$ cat src/sv/brfa_pkg.sv
// shared constants and types for the burst register file access core
package brfa_pkg;

    // defaults of the top level parameters
    localparam int NUM_REGISTERS_DEF = 32;
    localparam int HEADER_LENGTH_DEF = 7;

    // configuration register indexes
    localparam int          CFG_INDEX_W    = 8;
    localparam logic [7:0]  CFG_WRITE_CODE = 8'd0;
    localparam logic [7:0]  CFG_READ_CODE  = 8'd1;

    // reset values of the command codes
    localparam logic [7:0]  WRITE_CODE_RST = 8'd119;
    localparam logic [7:0]  READ_CODE_RST  = 8'd114;

    // error response fields
    localparam logic [7:0]  ERROR_COMMAND   = 8'd101;
    localparam logic [7:0]  ERROR_LENGTH    = 8'd7;
    localparam logic [7:0]  ERR_BAD_ADDRESS = 8'd0;
    localparam logic [7:0]  ERR_BAD_COUNT   = 8'd1;
    localparam logic [7:0]  ERR_BAD_COMMAND = 8'd2;

    // write position saturates here
    localparam logic [5:0]  OFFSET_MAX = 6'd63;

    typedef enum logic [1:0] {
        ST_IDLE = 2'b01,
        ST_READ = 2'b10
    } state_t;

    typedef struct packed {
        logic [7:0] command;
        logic [7:0] length;
        logic [7:0] address_or_error;
        logic [7:0] count;
        logic [7:0] value;
        logic       last;
    } resp_t;

endpackage

$ cat src/sv/burst_register_file_access_core.sv
// top level: byte register file served by burst read and write command frames
//
//  channel | direction | handshake           | moves
//  --------+-----------+---------------------+----------------------------------------
//  s_      | in        | s_valid / s_ready   | one frame item (header + payload byte)
//  m_      | out       | m_valid / m_ready   | one response item (header + read value)
//  cfg_    | in        | cfg_valid/cfg_ready | one command code register write
//
//  write items and single-result items are handled in the idle state; an input transfer is taken
//  only while the output register is empty or being emptied, so a waiting result stalls it
//  a read of count registers holds the input until its last value is loaded into the output
//  register, each value passing the store's registered read port and the pending stage; no input transfer meanwhile
//  reset clears the valid bit of every register entry at once: no clearing pass
//  a stalled m_ready holds the burst; the next store read waits for a free slot
module burst_register_file_access_core
    import brfa_pkg::*;
#(
    parameter int NUM_REGISTERS = NUM_REGISTERS_DEF,
    parameter int HEADER_LENGTH = HEADER_LENGTH_DEF
) (
    input  logic                   aclk,
    input  logic                   aresetn,

    input  logic                   s_valid,
    output logic                   s_ready,
    input  logic [7:0]             s_frame_command,
    input  logic [7:0]             s_start_address,
    input  logic [7:0]             s_register_count,
    input  logic [7:0]             s_payload_byte,
    input  logic                   s_payload_last,

    output logic                   m_valid,
    input  logic                   m_ready,
    output logic [7:0]             m_resp_command,
    output logic [7:0]             m_resp_length,
    output logic [7:0]             m_resp_address_or_error,
    output logic [7:0]             m_resp_count,
    output logic [7:0]             m_resp_value,
    output logic                   m_resp_last,

    input  logic                   cfg_valid,
    output logic                   cfg_ready,
    input  logic [CFG_INDEX_W-1:0] cfg_index,
    input  logic [7:0]             cfg_data
);

    // index width of the store and width of the burst counter
    localparam int AW = (NUM_REGISTERS > 1) ? $clog2(NUM_REGISTERS) : 1;
    localparam int CW = $clog2(NUM_REGISTERS + 1);
    localparam logic [8:0] NUM9    = 9'(NUM_REGISTERS);
    localparam logic [7:0] HDR_LEN = 8'(HEADER_LENGTH);

    // command code registers
    logic [7:0] wr_code_reg, rd_code_reg;

    // register store: data memory plus a valid bit per entry
    logic [7:0]               store_mem [NUM_REGISTERS];
    logic [NUM_REGISTERS-1:0] vld_reg;

    // control state
    state_t        state_reg, state_next;
    logic [5:0]    offset_reg, offset_next;
    logic          m_valid_reg, m_valid_next;
    resp_t         resp_reg, resp_next;

    // burst read state
    logic [CW-1:0] rd_left_reg, rd_left_next;
    logic [AW-1:0] rd_addr_reg, rd_addr_next;
    logic          pend_reg, pend_next;
    logic          pend_last_reg, pend_last_next;
    logic [7:0]    rd_data_reg;
    logic          rd_vld_reg;
    resp_t         rd_hdr_reg, rd_hdr_next;

    // decode of the incoming item
    logic          s_fire, is_wr, is_rd, addr_bad, cnt_bad, hdr_ok, slot_free;
    logic [7:0]    hdr_err;
    logic          wr_en, rd_en, load_out;
    logic [AW-1:0] wr_idx;

    assign cfg_ready = 1'b1;

    always_ff @(posedge aclk) begin
        if (!aresetn) begin
            wr_code_reg <= WRITE_CODE_RST;
            rd_code_reg <= READ_CODE_RST;
        end else if (cfg_valid) begin
            case (cfg_index)
                CFG_INDEX_W'(CFG_WRITE_CODE): wr_code_reg <= cfg_data;
                CFG_INDEX_W'(CFG_READ_CODE):  rd_code_reg <= cfg_data;
                default: ;
            endcase
        end
    end

    // output slot is free when empty or being emptied this cycle
    assign slot_free = !m_valid_reg || m_ready;
    assign s_ready   = (state_reg == ST_IDLE) && slot_free;
    assign s_fire    = s_valid && s_ready;

    // write takes precedence when both codes are equal
    assign is_wr = (s_frame_command == wr_code_reg);
    assign is_rd = !is_wr && (s_frame_command == rd_code_reg);

    // header check, bad address wins over bad count
    assign addr_bad = {1'b0, s_start_address} >= NUM9;
    assign cnt_bad  = (s_register_count == 8'd0)
                   || (({1'b0, s_start_address} + {1'b0, s_register_count}) > NUM9);
    assign hdr_ok   = !addr_bad && !cnt_bad;
    assign hdr_err  = addr_bad ? ERR_BAD_ADDRESS : ERR_BAD_COUNT;

    // payload byte lands at start plus offset while offset is below count
    assign wr_idx = AW'(s_start_address + {2'b00, offset_reg});
    assign wr_en  = s_fire && is_wr && hdr_ok && ({2'b00, offset_reg} < s_register_count);

    // a read result leaves the pending stage when the output slot is free
    assign load_out = pend_reg && slot_free;
    assign rd_en    = (state_reg == ST_READ) && (rd_left_reg != '0)
                   && (!pend_reg || load_out);

    always_comb begin
        state_next     = state_reg;
        offset_next    = offset_reg;
        m_valid_next   = m_valid_reg && !m_ready;
        resp_next      = resp_reg;
        rd_left_next   = rd_left_reg;
        rd_addr_next   = rd_addr_reg;
        pend_next      = pend_reg;
        pend_last_next = pend_last_reg;
        rd_hdr_next    = rd_hdr_reg;

        if (s_fire) begin
            if (is_wr) begin
                if (hdr_ok && offset_reg != OFFSET_MAX) begin
                    offset_next = offset_reg + 6'd1;
                end
                if (s_payload_last) begin
                    m_valid_next = 1'b1;
                    if (hdr_ok) begin
                        resp_next = '{s_frame_command, HDR_LEN, s_start_address,
                                      s_register_count, 8'd0, 1'b1};
                    end else begin
                        resp_next = '{ERROR_COMMAND, ERROR_LENGTH, hdr_err,
                                      8'd0, 8'd0, 1'b1};
                    end
                end
            end else if (is_rd) begin
                offset_next = '0;
                if (hdr_ok) begin
                    // burst: header kept, values follow from the store
                    state_next   = ST_READ;
                    rd_left_next = CW'(s_register_count);
                    rd_addr_next = AW'(s_start_address);
                    rd_hdr_next  = '{s_frame_command, HDR_LEN + s_register_count,
                                     s_start_address, s_register_count, 8'd0, 1'b0};
                end else begin
                    m_valid_next = 1'b1;
                    resp_next    = '{ERROR_COMMAND, ERROR_LENGTH, hdr_err,
                                     8'd0, 8'd0, 1'b1};
                end
            end else if (s_payload_last) begin
                m_valid_next = 1'b1;
                resp_next    = '{ERROR_COMMAND, ERROR_LENGTH, ERR_BAD_COMMAND,
                                 8'd0, 8'd0, 1'b1};
            end
            if (s_payload_last) begin
                offset_next = '0;
            end
        end

        if (load_out) begin
            m_valid_next   = 1'b1;
            resp_next      = rd_hdr_reg;
            resp_next.value = rd_vld_reg ? rd_data_reg : 8'd0;
            resp_next.last = pend_last_reg;
            pend_next      = 1'b0;
            if (pend_last_reg) begin
                state_next = ST_IDLE;
            end
        end

        if (rd_en) begin
            rd_left_next   = rd_left_reg - CW'(1);
            rd_addr_next   = rd_addr_reg + AW'(1);
            pend_next      = 1'b1;
            pend_last_next = (rd_left_reg == CW'(1));
        end
    end

    always_ff @(posedge aclk) begin
        if (!aresetn) begin
            state_reg     <= ST_IDLE;
            offset_reg    <= '0;
            m_valid_reg   <= 1'b0;
            rd_left_reg   <= '0;
            pend_reg      <= 1'b0;
            pend_last_reg <= 1'b0;
        end else begin
            state_reg     <= state_next;
            offset_reg    <= offset_next;
            m_valid_reg   <= m_valid_next;
            rd_left_reg   <= rd_left_next;
            pend_reg      <= pend_next;
            pend_last_reg <= pend_last_next;
        end
    end

    // payload registers, no reset
    always_ff @(posedge aclk) begin
        resp_reg    <= resp_next;
        rd_addr_reg <= rd_addr_next;
        rd_hdr_reg  <= rd_hdr_next;
    end

    // valid bits: cleared at reset, set by the first write of an entry
    always_ff @(posedge aclk) begin
        if (!aresetn) begin
            vld_reg <= '0;
        end else if (wr_en) begin
            vld_reg[wr_idx] <= 1'b1;
        end
    end

    // store memory: one write port, one registered read port
    always_ff @(posedge aclk) begin
        if (wr_en) begin
            store_mem[wr_idx] <= s_payload_byte;
        end
    end

    always_ff @(posedge aclk) begin
        if (rd_en) begin
            rd_data_reg <= store_mem[rd_addr_reg];
            rd_vld_reg  <= vld_reg[rd_addr_reg];
        end
    end

    assign m_valid                 = m_valid_reg;
    assign m_resp_command          = resp_reg.command;
    assign m_resp_length           = resp_reg.length;
    assign m_resp_address_or_error = resp_reg.address_or_error;
    assign m_resp_count            = resp_reg.count;
    assign m_resp_value            = resp_reg.value;
    assign m_resp_last             = resp_reg.last;

`ifndef ASSERT_OFF
    // no input transfer while a burst is running
    a_no_accept_in_burst: assert property (@(posedge aclk) disable iff (!aresetn)
        (state_reg == ST_READ) |-> !s_ready)
        else $error("input accepted during read burst");

    // burst bookkeeping is idle outside a burst
    a_idle_clean: assert property (@(posedge aclk) disable iff (!aresetn)
        (state_reg == ST_IDLE) |-> (rd_left_reg == '0 && !pend_reg))
        else $error("read burst state left over in idle");

    // store read and write never meet in one cycle
    a_no_rw_overlap: assert property (@(posedge aclk) disable iff (!aresetn)
        rd_en |-> !wr_en)
        else $error("store read and write in the same cycle");

    // the last burst value returns the core to idle with a marked result
    a_burst_end: assert property (@(posedge aclk) disable iff (!aresetn)
        (load_out && pend_last_reg) |=> (state_reg == ST_IDLE && m_valid_reg && resp_reg.last))
        else $error("burst did not end on its last value");
`endif

endmodule

$ cat config.mk
export PLATFORM = sky130hd
export DESIGN_NAME = burst_register_file_access_core
export DESIGN_NICKNAME = d
export VERILOG_FILES = /design/src/sv/brfa_pkg.sv /design/src/sv/burst_register_file_access_core.sv
export SDC_FILE = /design/constraint.sdc
export NUM_CORES = 1
export LEC_CHECK = 0
export ABC_AREA = 1
export CAP_MARGIN = 20
export CORE_MARGIN = 4
export CORE_UTILIZATION = 60
export CTS_CLUSTER_SIZE = 14
export DETAILED_ROUTE_END_ITERATION = 16
export DONT_BUFFER_PORTS = 1
export PLACE_DENSITY = 0.75
export SLEW_MARGIN = 20
export SYNTH_ARGS = -nofsm -noshare
export SYNTH_HDL_FRONTEND = slang
export SYNTH_SLANG_ARGS = --single-unit
$ cat constraint.sdc
create_clock -name aclk -period 6.8 [get_ports aclk]
set_clock_uncertainty 0.2 [all_clocks]
set_input_delay 1.36 -clock aclk [delete_from_list [all_inputs] [get_ports aclk]]
set_output_delay 1.36 -clock aclk [all_outputs]
set_load 0.05 [all_outputs]
# Word level (Yosys, flattened, before mapping)
# Memory sizes are Yosys's and may differ from the RTL's. A register that Yosys moved wholly into a read port is not among the register bits.
# Cells that the tools add are included.
# W data, S select, Z words.
[totals] register_bits=144 wordCells=129 out_inout_bits=44 inputBits=54 ramBits=256 romBits=0 n_memories=1 latch_bits=0
[classes] bitwise_logic=2 n_eq_ne=11 reduce_logical=38 mux=44 shift=0 magnitude_cmp=6 mul=0 add_sub_neg=6 div=0
[memory_table] name="store_mem" depth=32 width=8 read_ports=1 rd_clocked_by_memory_dff=1 write_ports=1 line_no="burst_register_file_access_core.sv:57" text="logic [7:0] store_mem [NUM_REGISTERS];"
[op_table] operator="$mux W41" count=8
[op_table] operator="$mux W6" count=9
[op_table] operator="$or A32 B32 Y32" count=1
[op_table] operator="$mux W5" count=5
[op_table] operator="$eq A8 B8 Y1" count=2
[op_table] operator="$logic_not A8 Y1" count=2
[op_table] operator="$logic_and A1 B1 Y1" count=13
[op_table] operator="$mux W1" count=13
[op_table] operator="$lt A5 B6 Y1 const B" count=2
[op_table] operator="$mux W2" count=6
[op_table] operator="$reduce_and A4 Y1" count=3
[op_table] operator="$reduce_bool A2 Y1" count=5
[op_table] operator="$add A8 B8 Y9" count=1
[op_table] operator="$gt A9 B6 Y1 const B" count=1
[op_table] operator="$add A3 B8 Y8 const A" count=1
[op_table] operator="$eq A8 B1 Y1 const B" count=1
[op_table] operator="$ge A8 B6 Y1 const B" count=1
[op_table] operator="$lt A6 B8 Y1" count=1
[op_table] operator="$mux W8" count=1
[op_table] operator="$add A6 B1 Y6 const B" count=1
[op_table] operator="$eq A6 B1 Y1 const B" count=1
[op_table] operator="$logic_not A1 Y1" count=6
[op_table] operator="$ne A3 B2 Y1 const B" count=2
[op_table] operator="$ne A6 B6 Y1 const B" count=1
[op_table] operator="other kinds (16)" count=20

# Depth between registers and ports, before layout
[logic_depth] word_depth=11 depth_mapped=16 ltp_nobuf=15

# Least setup slack after synthesis
# No wires, ideal clock.
[synth_timing] path_type="input to register" from="input m_ready" to="register resp_reg (netlist bit m_resp_address_or_error[0]) (enable)" t_required_ns=6.201 setup_time_ns=0.399 path_stages=6 arrival_ns=3.984 slack_ns=2.217 path_buffers=0 cell_sequence="nor2_1 nor3_1 nand2_1 inv_1 o211ai_1 nand2_1"
[synth_via] elab_chain_cells=5 elab_cells_between_ends=9 cone_classes="2 x eq/ne; 7 x reduce/logical"
[synth_rtl] element="start, declared" line_no="burst_register_file_access_core.sv:33" text="input logic m_ready,"
[synth_rtl] element="$logic_or A1 B1 Y1" line_no="burst_register_file_access_core.sv:97" text="assign slot_free = !m_valid_reg || m_ready;"
[synth_rtl] element="$logic_and A1 B1 Y1" line_no="burst_register_file_access_core.sv:98" text="assign s_ready = (state_reg == ST_IDLE) && slot_free;"
[synth_rtl] element="named net s_ready" line_no="burst_register_file_access_core.sv:25" text="output logic s_ready,"
[synth_rtl] element="$logic_and A1 B1 Y1" line_no="burst_register_file_access_core.sv:99" text="assign s_fire = s_valid && s_ready;"
[synth_rtl] element="$reduce_bool A2 Y1 (no line)"
[synth_rtl] element="$reduce_and A4 Y1 (no line)"
[synth_rtl] element="end signal, assigned" line_no="burst_register_file_access_core.sv:210" text="resp_reg <= resp_next;"
[synth_rtl] element="end, declared" line_no="burst_register_file_access_core.sv:64" text="resp_t resp_reg, resp_next;"
# The timed path passes the listed nets, and every way through them passes these cells.
# A chain may end at the register's enable or synchronous reset.

# Worst setup path in the final report
[layout_timing] from="input s_start_address[0]" to="memory store_mem[24][2] (enable)"
[layout_via] elab_chain_cells=9 elab_cells_between_ends=12 cone_classes="2 x add/sub; 2 x order compare; 2 x mux; 6 x reduce/logical"
[layout_rtl] element="start, declared" line_no="burst_register_file_access_core.sv:27" text="input logic [7:0] s_start_address,"
[layout_rtl] element="$add A8 B8 Y9" line_no="burst_register_file_access_core.sv:108" text="|| (({1'b0, s_start_address} + {1'b0, s_register_count}) > NUM9);"
[layout_rtl] element="$gt A9 B6 Y1" line_no="burst_register_file_access_core.sv:108"
[layout_rtl] element="$logic_or A1 B1 Y1" line_no="burst_register_file_access_core.sv:108"
[layout_rtl] element="$logic_not A1 Y1" line_no="burst_register_file_access_core.sv:109" text="assign hdr_ok = !addr_bad && !cnt_bad;"
[layout_rtl] element="$logic_and A1 B1 Y1" line_no="burst_register_file_access_core.sv:109"
[layout_rtl] element="$logic_and A1 B1 Y1 (2 in a row)" line_no="burst_register_file_access_core.sv:114" text="assign wr_en = s_fire && is_wr && hdr_ok && ({2'b00, offset_reg} < s_register_count);"
[layout_rtl] element="$mux W1" line_no="burst_register_file_access_core.sv:226" text="if (wr_en) begin"
[layout_rtl] element="$mux W1 (implied by the code)" line_no="burst_register_file_access_core.sv:227" text="store_mem[wr_idx] <= s_payload_byte;"
[layout_rtl] element="end, declared" line_no="burst_register_file_access_core.sv:57"
# Parallel ways exist; a longest one is shown, timed or not.

==> run_results.csv <==
group,metric,value,unit
grt,grt_usage,27.0,%
placed_design,dpl_cell_area,17800,um2
clock_tree,cts.path.max_buffers,3,
floorplan,fp.dieW,179,um
pwr,irDropWorstVdd,286,uV
pwr,p_int,4.09,mW
hold_path,hp-class,"reg -> reg",
pwr,clock_power_share,43.5,%
timing,setup_slack,2260,ps
pwr,power.density,269,nW/um2
timing,finalCriticalPeriod,4540,ps
worst_setup_path,path_cells,"ha_1 -> fa_1 -> nand2_1 -> nand2_2 -> nand3_2 -> nand2_1 -> nand2_1 -> nand2_1 -> nor2_1 -> nand2_1 -> nor2_1 -> and3_1 -> nand2_1 -> nor2_1",
placed_design,dp.cells,1943,
finish,drive_above_1_share,6.35,%
drt,drc,0,
worst_setup_path,worst_setup_path_end_kind,"register",
outcome,outcome,"finished clean",
worst_setup_path,cp.required,6780,ps
finish,n_antenna_cell,0,
clock_tree,cts_tree,"done",
timing,tightest_slew,993,ps
timing,setup_viol,0,
logic_synthesis,synth.area.top_cells,"edfxtp_1 (59%), dfxtp_1 (7.4%), nor2_1 (5.6%), o21ai_0 (5.4%), nand2_1 (4.7%)",
worst_setup_path,cp_top_family,"simple AND/OR/NAND/NOR gates",
grt,grt_overflow,0,
logic_synthesis,ys_warn_count,0,
clock_tree,postCtsSetupBuffers,0,
logic_synthesis,syn_inst,1629,
clock_tree,postCtsResizedCells,0,
timing,hold_violations,0,
clock_tree,worstSkewPairLatency,550,ps
drt,via_per_inst,6.13,
grt,first_global_vias,11623,
drt,wl_per_cell,21.2,um
logic_synthesis,syn_avg_cell_area,10.8,um2
finish,syn_to_final_growth,9.30,%
placed_design,pre_cts_ws,1850,ps
clock_tree,cts_sinks,408,
finish,largest_register_ffs,256,
pwr,fin_total_pwr,5.17,mW
pwr,power_frac_seq,53.2,%
placed_design,gp_congestion,0.935,
pwr,switching_share,20.9,%
worst_setup_path,cp_slowest_cell,"and3_1",
clock_tree,ctsRootBufferMaster,"clkbuf_16",
timing,relSlewSlack,33.6,%
floorplan,ios,98,
clock_tree,postCtsHoldBufs,0,
floorplan,start_util,61.1,%
worst_setup_path,crit_arrival,4520,ps
grt,antenna_found_initial,1,
drt,first_iter_violations,1796,
grt,grt_util_met3,5.69,%
floorplan,row_count,62,
timing,fmax,220,MHz
logic_synthesis,synth_fp_nets,1707,
finish,final_cell_mix,"edfxtp_1 (343), nor2_1 (261), nand2_1 (219)",
floorplan,die_y,179,um
drt,drt_wl_total,42800,um
logic_synthesis,synth_top_area_share,58.6,%
pwr,pwr-share-comb,3.3,%
worst_setup_path,max_stage_delay,650,ps
worst_setup_path,crit_fanout,8,
drt,drt-pass1-iter-count,6,
logic_synthesis,netlist_area,17600,um2
placed_design,io_buffers,0,
logic_synthesis,synth_seq_cells,408,
worst_setup_path,critPathKind,"in -> reg",
pwr,switchingPower,1.08,mW
grt,grt_busiest_layer,"met2",
worst_setup_path,path_common_cell,"nand2_1",
worst_setup_path,cp_num_buf_inv,0,
worst_setup_path,startpoint_type,"input port",
finish,final_cell_area,19200,um2
floorplan,die_area,32100,um2
grt,grt_max_degree,123,
drt,dr_total_vias,12398,
grt,grt_pass1_wl,66600,um
logic_synthesis,ys_types,46,
floorplan,core_area,28800,um2
clock_tree,cts_made_buffers,42,
pwr,p_leak,6.68,nW
grt,grt_util_met1,39.3,%
finish,fin_util,66.8,%
timing,rsz0062_at_grt,"false",
clock_tree,clkSlewWorstSetupHoldPaths,60,ps
grt,grtUsageMet2,40.4,%
logic_synthesis,yosys.area.top_type,"edfxtp_1",
drt,ant_nets,0,
placed_design,dp_hpwl,26700,um
timing,finalCritPeriodShare,66.8,%
job,maxCapViolations,0,
finish,layout_commonest_cell,"edfxtp_1",
clock_tree,htree_levels,2,
finish,fin_nets,1682,
finish,final_cells,2021,
timing,finalMaxSlewViolations,0,
timing,fin_setup_tns,0,ps
timing,whs,267,ps
logic_synthesis,ys_seq_area_share,66.0,%
==> worst register-to-register path: cells and delay by family, from the launching register on <==
kind | cells | cell delay (ps)
simple gates | 6 | 2550
flops | 1 | 470
buf+inv | 2 | 430
==> Yosys cell counts (all sizes together) <==
cell type / instances
a211oi: 1
a31oi: 1
clkinv: 3
buf: 14
o221ai: 29
a2bb2oi: 1
nor4: 1
nor2: 265
dfxtp: 65
a22o: 2
mux2i: 1
edfxtp: 343
nand3b: 1
nor3: 8
o22a: 2
o21bai: 10
clkbuf: 68
xnor2: 10
conb: 1
nand4: 30
xor2: 20
and3: 1
o21ai: 191
o211ai: 7
nor3b: 2
o22ai: 40
inv: 100
or2: 24
nand2: 223
nand3: 67
ha: 22
a21oi: 74
fa: 2
==> routing by layer <==
layer	up-vias	part of all wire (%)
li1	5696	-
met1	5868	41
met2	707	45
met3	125	10
met4	2	3.8
met5	-	0.030
==> layout make-up <==
cell class	count	area, um2
sequential	408	11600
fill	2110	9550
multi-input combinational	1036	5270
clock buffer	49	1120
tap	384	480
inverter	103	388
clock inverter	28	244
timing repair buffer	13	121
==> power groups by stage <==
| stage | Combinational (mW) | Sequential [mW] | Clock [mW] |
|---|---|---|---|
| after floorplan | 0.116 | 2.80 | 0 |
| after global placement | 0.161 | 2.81 | 0 |
| after detailed placement | 0.163 | 2.81 | 0 |
| after CTS | 0.164 | 2.75 | 2.28 |
| after global routing | 0.186 | 2.75 | 2.39 |
| final | 0.168 | 2.75 | 2.25 |
==> logic make-up (layout without fill, tap and decap cells) <==
family,Yosys count,count (layout),share of synthesized area (%)
buffers and inverters,185,193,4.14
other,1,1,0.0213
flip-flops,408,408,66.0
adder cells (fa/ha/maj),24,24,1.79
XOR/XNOR,30,30,1.49
multiplexers,1,1,0.0569
AND/OR/NAND/NOR,622,622,15.0
AO/OA/AOI/OAI,358,358,11.5
==> path summary, 6_finish.rpt <==
kind / from / endpoint / slack, ps / depth (start not counted)
setup reg to reg: m_valid / store_mem[24][2] / 2810 / 8
hold / removal: rd_code_reg[7] / rd_code_reg[7] / 270 / 2
setup / recovery: s_start_address[0] / store_mem[24][2] / 2260 / 14
hold reg to reg: rd_code_reg[7] / rd_code_reg[7] / 270 / 2
Power figures use the tool's default switching activity.
